$ cat src/hw/rtl/nmh_pkg.sv
// ----------------------------------------------------------------------------
// nmh_pkg: shared types and constants of the normal map unit
// Holds the store geometry, the request and result formats, the register
// indexes, the sequencer states and the neighbor weight tables.
// ----------------------------------------------------------------------------
package nmh_pkg;

    localparam int MAX_WIDTH  = 256;
    localparam int MAX_HEIGHT = 256;
    localparam int HS_DEPTH   = MAX_WIDTH * MAX_HEIGHT;
    localparam int HS_AW      = $clog2(HS_DEPTH);

    localparam int POS_W      = 8;
    localparam int SAMP_W     = 16;
    localparam int DIM_W      = 9;
    localparam int DIM_CMP_W  = 14;
    localparam int SCALE_W    = 16;
    localparam int GRAD_W     = 21;
    localparam int MAG_W      = 30;
    localparam int AMP_W      = 35;
    localparam int PROD_W     = 2 * MAG_W;
    localparam int D_W        = 28;
    localparam int ROOT_W     = 64;
    localparam int DIVN_W     = 40;
    localparam int DIVD_W     = 32;
    localparam int QUOT_W     = 9;
    localparam int UNORM_W    = 8;

    typedef struct packed {
        logic                mode;
        logic [POS_W-1:0]    pos_x;
        logic [POS_W-1:0]    pos_y;
        logic [SAMP_W-1:0]   height_sample;
    } t_req;

    typedef struct packed {
        logic [UNORM_W-1:0]  normal_r;
        logic [UNORM_W-1:0]  normal_g;
        logic [UNORM_W-1:0]  normal_b;
    } t_res;

    typedef struct packed {
        logic                start;
        logic [DIVN_W-1:0]   dividend;
        logic [DIVD_W-1:0]   divisor;
    } t_div_req;

    typedef enum logic [2:0] {
        CFG_FRAME_WIDTH   = 3'd0,
        CFG_FRAME_HEIGHT  = 3'd1,
        CFG_EDGE_REPEAT   = 3'd2,
        CFG_USE_SOBEL     = 3'd3,
        CFG_LEFT_HANDED   = 3'd4,
        CFG_DIRECTX       = 3'd5,
        CFG_SLOPE_SCALE   = 3'd6
    } t_cfg_idx;

    typedef enum logic [3:0] {
        ST_IDLE,
        ST_MODX_START,
        ST_MODX_WAIT,
        ST_MODY_START,
        ST_MODY_WAIT,
        ST_COORD,
        ST_READ,
        ST_MUL,
        ST_SHIFT,
        ST_SQ,
        ST_SQRT,
        ST_UN_START,
        ST_UN_WAIT,
        ST_OUT
    } t_state;

    // Neighbor order: top-left, top, top-right, left, right,
    // bottom-left, bottom, bottom-right. Column and row codes select
    // minus, center or plus.
    function automatic logic [1:0] nbr_col(input logic [2:0] idx);
        logic [1:0] c;
        unique case (idx)
            3'd0, 3'd3, 3'd5: c = 2'd0;
            3'd1, 3'd6:       c = 2'd1;
            default:          c = 2'd2;
        endcase
        return c;
    endfunction

    function automatic logic [1:0] nbr_row(input logic [2:0] idx);
        logic [1:0] r;
        unique case (idx)
            3'd0, 3'd1, 3'd2: r = 2'd0;
            3'd3, 3'd4:       r = 2'd1;
            default:          r = 2'd2;
        endcase
        return r;
    endfunction

    function automatic logic signed [3:0] nbr_wx(input logic [2:0] idx, input logic sobel);
        logic signed [3:0] w;
        unique case (idx)
            3'd0, 3'd5: w = sobel ? -4'sd1 : 4'sd0;
            3'd2, 3'd7: w = sobel ?  4'sd1 : 4'sd0;
            3'd3:       w = sobel ? -4'sd2 : -4'sd4;
            3'd4:       w = sobel ?  4'sd2 :  4'sd4;
            default:    w = 4'sd0;
        endcase
        return w;
    endfunction

    function automatic logic signed [3:0] nbr_wy(input logic [2:0] idx, input logic sobel);
        logic signed [3:0] w;
        unique case (idx)
            3'd0, 3'd2: w = sobel ? -4'sd1 : 4'sd0;
            3'd5, 3'd7: w = sobel ?  4'sd1 : 4'sd0;
            3'd1:       w = sobel ? -4'sd2 : -4'sd4;
            3'd6:       w = sobel ?  4'sd2 :  4'sd4;
            default:    w = 4'sd0;
        endcase
        return w;
    endfunction

endpackage

$ cat src/hw/rtl/nmh_div.sv
// ----------------------------------------------------------------------------
// nmh_div: restoring divider with a nine-bit quotient
// One quotient bit per cycle. The caller guarantees that the quotient fits
// in nine bits; the remainder is valid with the quotient.
// ----------------------------------------------------------------------------
module nmh_div (
    input  logic                            i_clk,
    input  logic                            i_rst_n,
    input  nmh_pkg::t_div_req               i_req,
    output logic                            o_done,
    output logic [nmh_pkg::QUOT_W-1:0]      o_quot,
    output logic [nmh_pkg::DIVD_W-1:0]      o_rem
);

    localparam int CNT_W = $clog2(nmh_pkg::QUOT_W);

    logic                           r_busy, n_busy;
    logic                           r_done, n_done;
    logic [CNT_W-1:0]               r_cnt;
    logic [nmh_pkg::DIVD_W-1:0]     r_rem;
    logic [nmh_pkg::DIVD_W-1:0]     r_div;
    logic [nmh_pkg::QUOT_W-1:0]     r_q;

    logic [nmh_pkg::DIVD_W:0]       trial;
    logic [nmh_pkg::DIVD_W:0]       diff;
    logic                           ge;

    assign trial = {r_rem, r_q[nmh_pkg::QUOT_W-1]};
    assign ge    = trial >= {1'b0, r_div};
    assign diff  = trial - {1'b0, r_div};

    always_comb begin
        n_busy = r_busy;
        n_done = 1'b0;
        if (i_req.start) begin
            n_busy = 1'b1;
        end else if (r_busy && r_cnt == CNT_W'(nmh_pkg::QUOT_W - 1)) begin
            n_busy = 1'b0;
            n_done = 1'b1;
        end
    end

    always_ff @(posedge i_clk) begin
        if (!i_rst_n) begin
            r_busy <= 1'b0;
            r_done <= 1'b0;
            r_cnt  <= '0;
        end else begin
            r_busy <= n_busy;
            r_done <= n_done;
            if (i_req.start) begin
                r_cnt <= '0;
            end else if (r_busy) begin
                r_cnt <= r_cnt + 1'b1;
            end
        end
    end

    // The high dividend bits seed the remainder; the low bits shift through
    // the quotient register and are replaced by quotient bits.
    always_ff @(posedge i_clk) begin
        if (i_req.start) begin
            r_rem <= nmh_pkg::DIVD_W'(i_req.dividend[nmh_pkg::DIVN_W-1:nmh_pkg::QUOT_W]);
            r_q   <= i_req.dividend[nmh_pkg::QUOT_W-1:0];
            r_div <= i_req.divisor;
        end else if (r_busy) begin
            r_rem <= ge ? diff[nmh_pkg::DIVD_W-1:0] : trial[nmh_pkg::DIVD_W-1:0];
            r_q   <= {r_q[nmh_pkg::QUOT_W-2:0], ge};
        end
    end

    assign o_done = r_done;
    assign o_quot = r_q;
    assign o_rem  = r_rem;

endmodule

$ cat config.mk
export PLATFORM = sky130hd
export DESIGN_NAME = nmh_div
export DESIGN_NICKNAME = d
export VERILOG_FILES = /design/src/hw/rtl/nmh_pkg.sv /design/src/hw/rtl/nmh_div.sv
export SDC_FILE = /design/constraint.sdc
export NUM_CORES = 1
export LEC_CHECK = 0
export ABC_AREA = 1
export BUFFER_PORTS_ARGS = -buffer_cell sky130_fd_sc_hd__buf_2
export CORE_MARGIN = 2
export CORE_UTILIZATION = 40
export DETAILED_ROUTE_END_ITERATION = 6
export GPL_TIMING_DRIVEN = 0
export PLACE_DENSITY = 0.67
export SLEW_MARGIN = 20
export SYNTH_ARGS = -nofsm -noshare
export SYNTH_HDL_FRONTEND = slang
export SYNTH_SLANG_ARGS = --single-unit
$ cat constraint.sdc
create_clock -name i_clk -period 6.7 [get_ports i_clk]
set_clock_uncertainty 0.2 [all_clocks]
set_input_delay 1.34 -clock i_clk [delete_from_list [all_inputs] [get_ports i_clk]]
set_output_delay 1.34 -clock i_clk [all_outputs]
set_load 0.01 [all_outputs]
==> results of run 1 <==
## power by group
part | leakage (µW) | internal [µW] | switching [µW]
sequential | 0.000777 | 628 | 43.4
clock | 0.000134 | 256 | 214
combinational | 0.00296 | 379 | 634
total | 0.00387 | 1260 | 891
## per-layer routing
metal / up-vias / wire length [µm] / global-route usage [%]
met3: 13 / 938 / 5.15
met5: - / 0 / 0
li1: 2969 / - / -
met1: 2497 / 7820 / 28.0
met4: 0 / 226 / 6.08
met2: 123 / 7340 / 34.4
## cells in the final DEF (no fill, tap or decap), types with 7 or more instances in the layout
master and instances:
xnor2_1 15, edfxtp_1 72, dfxtp_1 7, a21oi_1 24
nand2_1 366, clkbuf_16 9, ha_1 34, inv_1 155
clkbuf_1 7, buf_2 123, nand3b_1 41, nor2_1 40
nand3_1 54
## through the flow
stage                     hold slack (ps)  instances  cell area (µm²)
after CTS                             267       1194             7200
after global placement                248       1177             6890
after detailed placement              257       1178             6920
after floorplan                       239        873             6080
after global routing                  287       1194             7200
final                                 260       1194             7200
## registers in the layout (all words and copies together), names as in the netlist
register,count
o_done,1
r_div,32
o_quot,9
r_busy,1
o_rem,32
r_cnt,4
## critical path, stage by stage
cell	delay (ps)
buf_2	650
clkbuf_1	480
nor2_1	130
inv_2	400
buf_16	230
## cell families (layout without fill, tap and decap cells)
family	after synthesis	count (layout)	share of synthesized area, %
buffers and inverters	178	311	11.5
flip-flops	79	79	37.9
XOR/XNOR	15	15	2.16
AND/OR/NAND/NOR	534	534	38.3
AO/OA/AOI/OAI	32	32	2.78
adder cells (fa/ha/maj)	35	35	7.33
## area by class of cell
cell class                      count  area, µm²
Multi-Input combinational cell    616       3080
Buffer                             19        103
Clock buffer                       10        229
Inverter                          159        597
Tap cell                          188        235
Clock inverter                      6       51.3
Sequential cell                    79       2300
Fill cell                        1560       7830
Timing Repair Buffer              117        608
## worst min path at each step
stage | from | endpoint | slack, ps | cells past startpoint
after CTS | r_cnt[3]$_SDFFE_PP0P_ | r_cnt[3]$_SDFFE_PP0P_ | 270 | 2
after global routing | r_cnt[3]$_SDFFE_PP0P_ | r_cnt[3]$_SDFFE_PP0P_ | 290 | 2
after global placement | r_cnt[3]$_SDFFE_PP0P_ | r_cnt[3]$_SDFFE_PP0P_ | 250 | 2
after floorplan | r_cnt[3]$_SDFFE_PP0P_ | r_cnt[3]$_SDFFE_PP0P_ | 240 | 2
final | r_cnt[3]$_SDFFE_PP0P_ | r_cnt[3]$_SDFFE_PP0P_ | 260 | 2
after detailed placement | r_cnt[3]$_SDFFE_PP0P_ | r_cnt[3]$_SDFFE_PP0P_ | 260 | 2
==> metrics.txt, run 1 <==
vias per inst=4.69; R2R Setup Slk=3990 ps; antenna cells=0; syn_area_per_cell=6.96 µm²; GRT Total Usage=21.1%; f_max=0.294 GHz; Max Cap Viol=0; Mapped Cells=873; drt wl/cell=13.7 µm; RSZ-0062 raised after global routing=no; cts hold-fix bufs=0; Seq/Total Area, Yosys=37.9%; Yosys cell types=32; largest net degree at the start of global routing=34; die span in y=127 µm; Hold/Removal Path Class=register to register; crit path time final=3400 ps; Worst EP required=6560 ps; Final Max Slew Viols=0; gpl congestion=0.870; ys async rst share=0%; Setup crit start kind=input port; CP Max Fanout=33; die area=16200 µm²; fin crit share=50.7%; Yosys top cell area share=35.6%; r2r startpoint=o_rem[23]$_DFFE_PP_; Yosys warning count=0; die width=127 µm; antenna violations before repair=0; reg2reg end=o_rem[17]$_DFFE_PP_; final net count=1111; CP Data Arrival Time=3260 ps; Mapped Area=6080 µm²; Synth Flop Type=edfxtp_1; Max Root-Sink Buffers=2; first-pass GRT wire length=26800 µm; crit path launch=i_req[72]; initial core utilization=40.4%; number of port buffers=116; Worst-Skew Late Latency=360 ps; final wirelength=16300 µm; root buffer cell=clkbuf_16; DP Wirelength=13100 µm; Peak VDD IR=0.162 mV; Final setup viols=0; core area=15000 µm²; Reg2Reg Depth=12; Layout Utilization=47.9%; status=finished, final reports clean; setup_tns=0 ps; htree depth=3; remaining antenna violation count=0; clk slew on worst S/H paths=60 ps; Fin. Hold Viols=0; post-synth net total=983; Resized Gates After CTS=0; Post-synth EDFFs=72; Synth area leader=edfxtp_1; CTS buffer count=9; Seq cells post-synth=79; setup bufs post-CTS=0; CP endpoint kind=register; routed vias=5602; pre-CTS setup slack=2850 ps; Pwr per Cell Area=299 nW/µm²; synth top area cells=edfxtp_1 36%, nand2_1 23%, inv_1 9.6%, ha_1 7.0%, nand3b_1 5.1%; share of layout cells above drive strength 1=16.2%; Layout area overhead=18.5%; Crit Path Class=input port to register; leakage=0.00387 µW; # clock sinks=79; Max transition margin=43.3%; TritonCTS clock tree=built; DRC=0; first drt pass iteration count=5; gr ovfl total=0; PnR worst setup slack=3300 ps; # rows=45; Pwr Total=2150 µW; commonest cells in the netlist=366 x nand2_1, 156 x inv_1, 72 x edfxtp_1; top-count cell post-synth=nand2_1; I/O Pins=117; drt initial violations=287; Tightest Pin Transition=850 ps; vias in the first global route=5499; critical path endpoint=o_rem[19]$_DFFE_PP_
Power figures use the tool's default switching activity.
==> run 2, diff against run 1 <==
--- a/config.mk
+++ b/config.mk
@@ -5,13 +5,13 @@
 export SDC_FILE = /design/constraint.sdc
 export NUM_CORES = 1
 export LEC_CHECK = 0
-export ABC_AREA = 1
+export ABC_AREA = 0
 export BUFFER_PORTS_ARGS = -buffer_cell sky130_fd_sc_hd__buf_2
 export CORE_MARGIN = 2
 export CORE_UTILIZATION = 40
 export DETAILED_ROUTE_END_ITERATION = 6
 export GPL_TIMING_DRIVEN = 0
-export PLACE_DENSITY = 0.67
+export PLACE_DENSITY = 0.71
 export SLEW_MARGIN = 20
 export SYNTH_ARGS = -nofsm -noshare
 export SYNTH_HDL_FRONTEND = slang
==> constraint.sdc (replaced) <==
create_clock -name i_clk -period 2.8 [get_ports i_clk]
set_clock_uncertainty 0.2 [all_clocks]
set_input_delay 0.56 -clock i_clk [delete_from_list [all_inputs] [get_ports i_clk]]
set_output_delay 0.56 -clock i_clk [all_outputs]
set_load 0.01 [all_outputs]
==> run 2 against run 1 <==
The run now ends with negative setup slack left. Register-to-register slack worse by 4700 ps. Setup slack worse by 4000 ps. Sequential power rose to 2.7 times the previous value. Core utilization up 8.8 points. First-iteration DRC count down 12%. Global-route usage down 0.16 points. Combinational power rose to 4.1 times the previous value. Largest power group unchanged. Highest routed layer unchanged.
==> metrics.txt, run 2 <==
Slowest-stage cell, CP=edfxtp_1; share of layout cells above drive strength 1=46.4% (+30 points); clk slew on worst S/H paths=60 ps (about the same); Final setup viols=33 (+33); initial core utilization=40.6% (+0.15 points); DRC=0 (unchanged); Yosys warning count=0 (unchanged); CP Cell Sequence=inv_2 -> ha_4 -> inv_4 -> fa_2 -> a211oi_4 -> o211ai_1 -> a31oi_2 -> o21ai_2 -> a221oi_4 -> a311oi_2 -> xor2_1 -> mux2_4 -> mux2_4; first-pass GRT wire length=21500 µm (-20%); CTS buffer count=9 (unchanged); DP Wirelength=9300 µm (-29%); drt wl/cell=17.1 µm (+25%); Crit Path Class=register to register; Yosys cell types=55 (+72%); f_max=0.285 GHz; CP delay by family, top=compound AO/OA/AOI/OAI gates; Max Cap Viol=0 (unchanged); first drt pass iteration count=5 (unchanged); Mapped Cells=453 (-48%); vias in the first global route=4421 (-20%); Seq cells post-synth=79 (unchanged); Layout area overhead=39.9%; remaining antenna violation count=0 (unchanged); Synth Flop Type=edfxtp_1; core area=12500 µm² (-17%); # clock sinks=79 (unchanged); Max transition margin=52.4% (+9.1 points); setup_tns=-18960 ps (-18960 ps); Worst-Skew Late Latency=350 ps (about the same); Max Root-Sink Buffers=2 (unchanged); Worst EP required=2690 ps (-3870 ps); root buffer cell=clkbuf_16; drt initial violations=253 (-12%); Tightest Pin Transition=713 ps (-137 ps); PnR worst setup slack=-709 ps (-4010 ps); gr ovfl total=0 (unchanged); # rows=41 (-8.9%); crit path time final=3510 ps; vias per inst=5.19 (+11%); final net count=743 (-33%); largest net degree at the start of global routing=41 (+21%); RSZ-0062 raised after global routing=yes; Hold/Removal Path Class=input port to register; ys async rst share=0% (unchanged); fin crit share=125%; Setup crit start kind=register; Post-DP Area=6030 µm² (-13%); cts hold-fix bufs=0 (unchanged); final wirelength=13900 µm (-15%); commonest cells in the netlist=72 x edfxtp_1, 46 x inv_1, 39 x mux2_2; number of port buffers=116 (unchanged); most frequent cells in the layout=115 x buf_2, 72 x edfxtp_1, 43 x inv_1, 43 x buf_4, 31 x mux2_2; CP Max Fanout=2 (-94%); Peak VDD IR=0.499 mV (+210%); Pwr Total=7080 µW (+230%); critical path buffer and inverter count=2 (-2); Mapped Area=5060 µm² (-17%); top-count cell post-synth=edfxtp_1; most used cell, CP=mux2_4; commonest non-fill, non-tap cell in the layout=buf_2; Pwr per Cell Area=1000 nW/µm² (+230%); Yosys top cell area share=42.8% (+7.2 points); routed vias=4212 (-25%); Seq/Total Area, Yosys=45.5% (+7.6 points); design area=7070 µm² (-1.8%); CP Data Arrival Time=3400 ps (+140 ps); die span in y=116 µm (-8.5%); Fin. Hold Viols=0 (unchanged); Synth area leader=edfxtp_1; die area=13600 µm² (-16%); synth top area cells=edfxtp_1 43%, mux2_2 8.7%, ha_1 8.4%, mux2_1 3.8%, inv_1 3.4%; I/O Pins=117 (unchanged); post-synth net total=563 (-43%); failing checks=negative setup slack; die width=116 µm (-8.5%); crit-path max cell delay=420 ps (-230 ps); htree depth=3 (unchanged); antenna violations before repair=1 (+1); leakage=0.00309 µW (-20%); status=finished with violations; TritonCTS clock tree=built; gpl congestion=0.950 (+9.2%); syn_area_per_cell=11.2 µm² (+60%); Post-synth EDFFs=72 (unchanged); CP endpoint kind=register; Final Max Slew Viols=0 (unchanged); GRT Total Usage=21.0% (-0.16 points)
==> run 2: cell count changes after synthesis, moves of 6 or more <==
cell	previous run	this run
nand2_2	6	0
nand3b_1	41	2
o21ai_0	4	14
a21o_1	1	11
mux2_1	0	17
nor2_1	40	20
mux2_2	0	39
inv_1	156	46
nand2_1	366	27
xor2_1	0	17
nand3_1	54	8
buf_2	7	0
==> run 2: cell families (layout without fill, tap and decap cells) <==
group	after synthesis	after routing	share of synthesized area [%]
xor+xnor	30	30	5.20
fa+ha+maj	35	35	8.81
compound gates	89	89	12.4
buf+inv	57	241	4.53
flops	79	79	45.5
other cells	0	1	0
mux	61	61	13.5
simple gates	102	103	10.1
==> run 2: layout make-up <==
type	instances	area [µm²]
multi-input cells	318	3000
well taps	172	215
flip-flops and latches	79	2300
repair buffers	169	1030
clock inverters	1	5.00
fillers	1052	5390
diodes	1	2.50
inverters	46	175
plain buffers	10	71.3
clock buffers	15	268
==> run 2: stage by stage <==
stage / cells / hold WS [ps] / setup WS [ps] / util, %
after floorplan: 453 / 278 / -616 / -
after global placement: 741 / 295 / -1000 / 48.4
after detailed placement: 741 / 319 / -982 / 48.4
after CTS: 798 / 176 / -675 / 55.4
after global routing: 810 / 173 / -808 / 56.7
final: 811 / 186 / -709 / 56.7
==> run 2: power by group <==
| part | switching (µW) | total, µW | internal, µW | leakage [µW] |
|---|---|---|---|---|
| Clock | 461 | 1110 | 649 | 0.000134 |
| Combinational | 1950 | 4180 | 2230 | 0.00218 |
| Sequential | 182 | 1790 | 1610 | 0.000774 |
| Total | 2590 | 7080 | 4490 | 0.00309 |
==> run 2: worst register-to-register path: stages, from the launching register on <==
cell and delay [ps]:
edfxtp_1 420, inv_2 110, ha_4 150, inv_4 40, fa_2 380, a211oi_4 250
o211ai_1 200, a31oi_2 220, o21ai_2 120, a221oi_4 300, a311oi_2 160, xor2_1 170
mux2_4 280, mux2_4 260
==> run 2: what timing repair did <==
item                       CTS  global route
setup endpoints to repair   73            73
resized for setup           69            17
setup buffers               40            12
cloned                       2             1
pin swaps                   29            14
==> run 2: final timing paths <==
| path | from | endpoint | slack, ps | depth (start not counted) |
|---|---|---|---|---|
| setup / recovery | o_quot[8]$_DFFE_PP_ | o_rem[30]$_DFFE_PP_ | -710 | 13 |
| hold / removal | i_req[4] | r_div[4]$_DFFE_PP_ | 190 | 1 |
| setup reg to reg | o_quot[8]$_DFFE_PP_ | o_rem[30]$_DFFE_PP_ | -710 | 13 |
| hold reg to reg | r_cnt[3]$_SDFFE_PP0P_ | r_cnt[3]$_SDFFE_PP0P_ | 340 | 2 |
==> run 2: per-layer routing <==
layer  part of all wire (%)  track usage [%]  up-vias
met1                     41             24.9     2021
met3                    6.8             6.12       25
met5                      0                0        -
li1                       -                -     2035
met4                    2.3             8.10        0
met2                     50             36.0      131
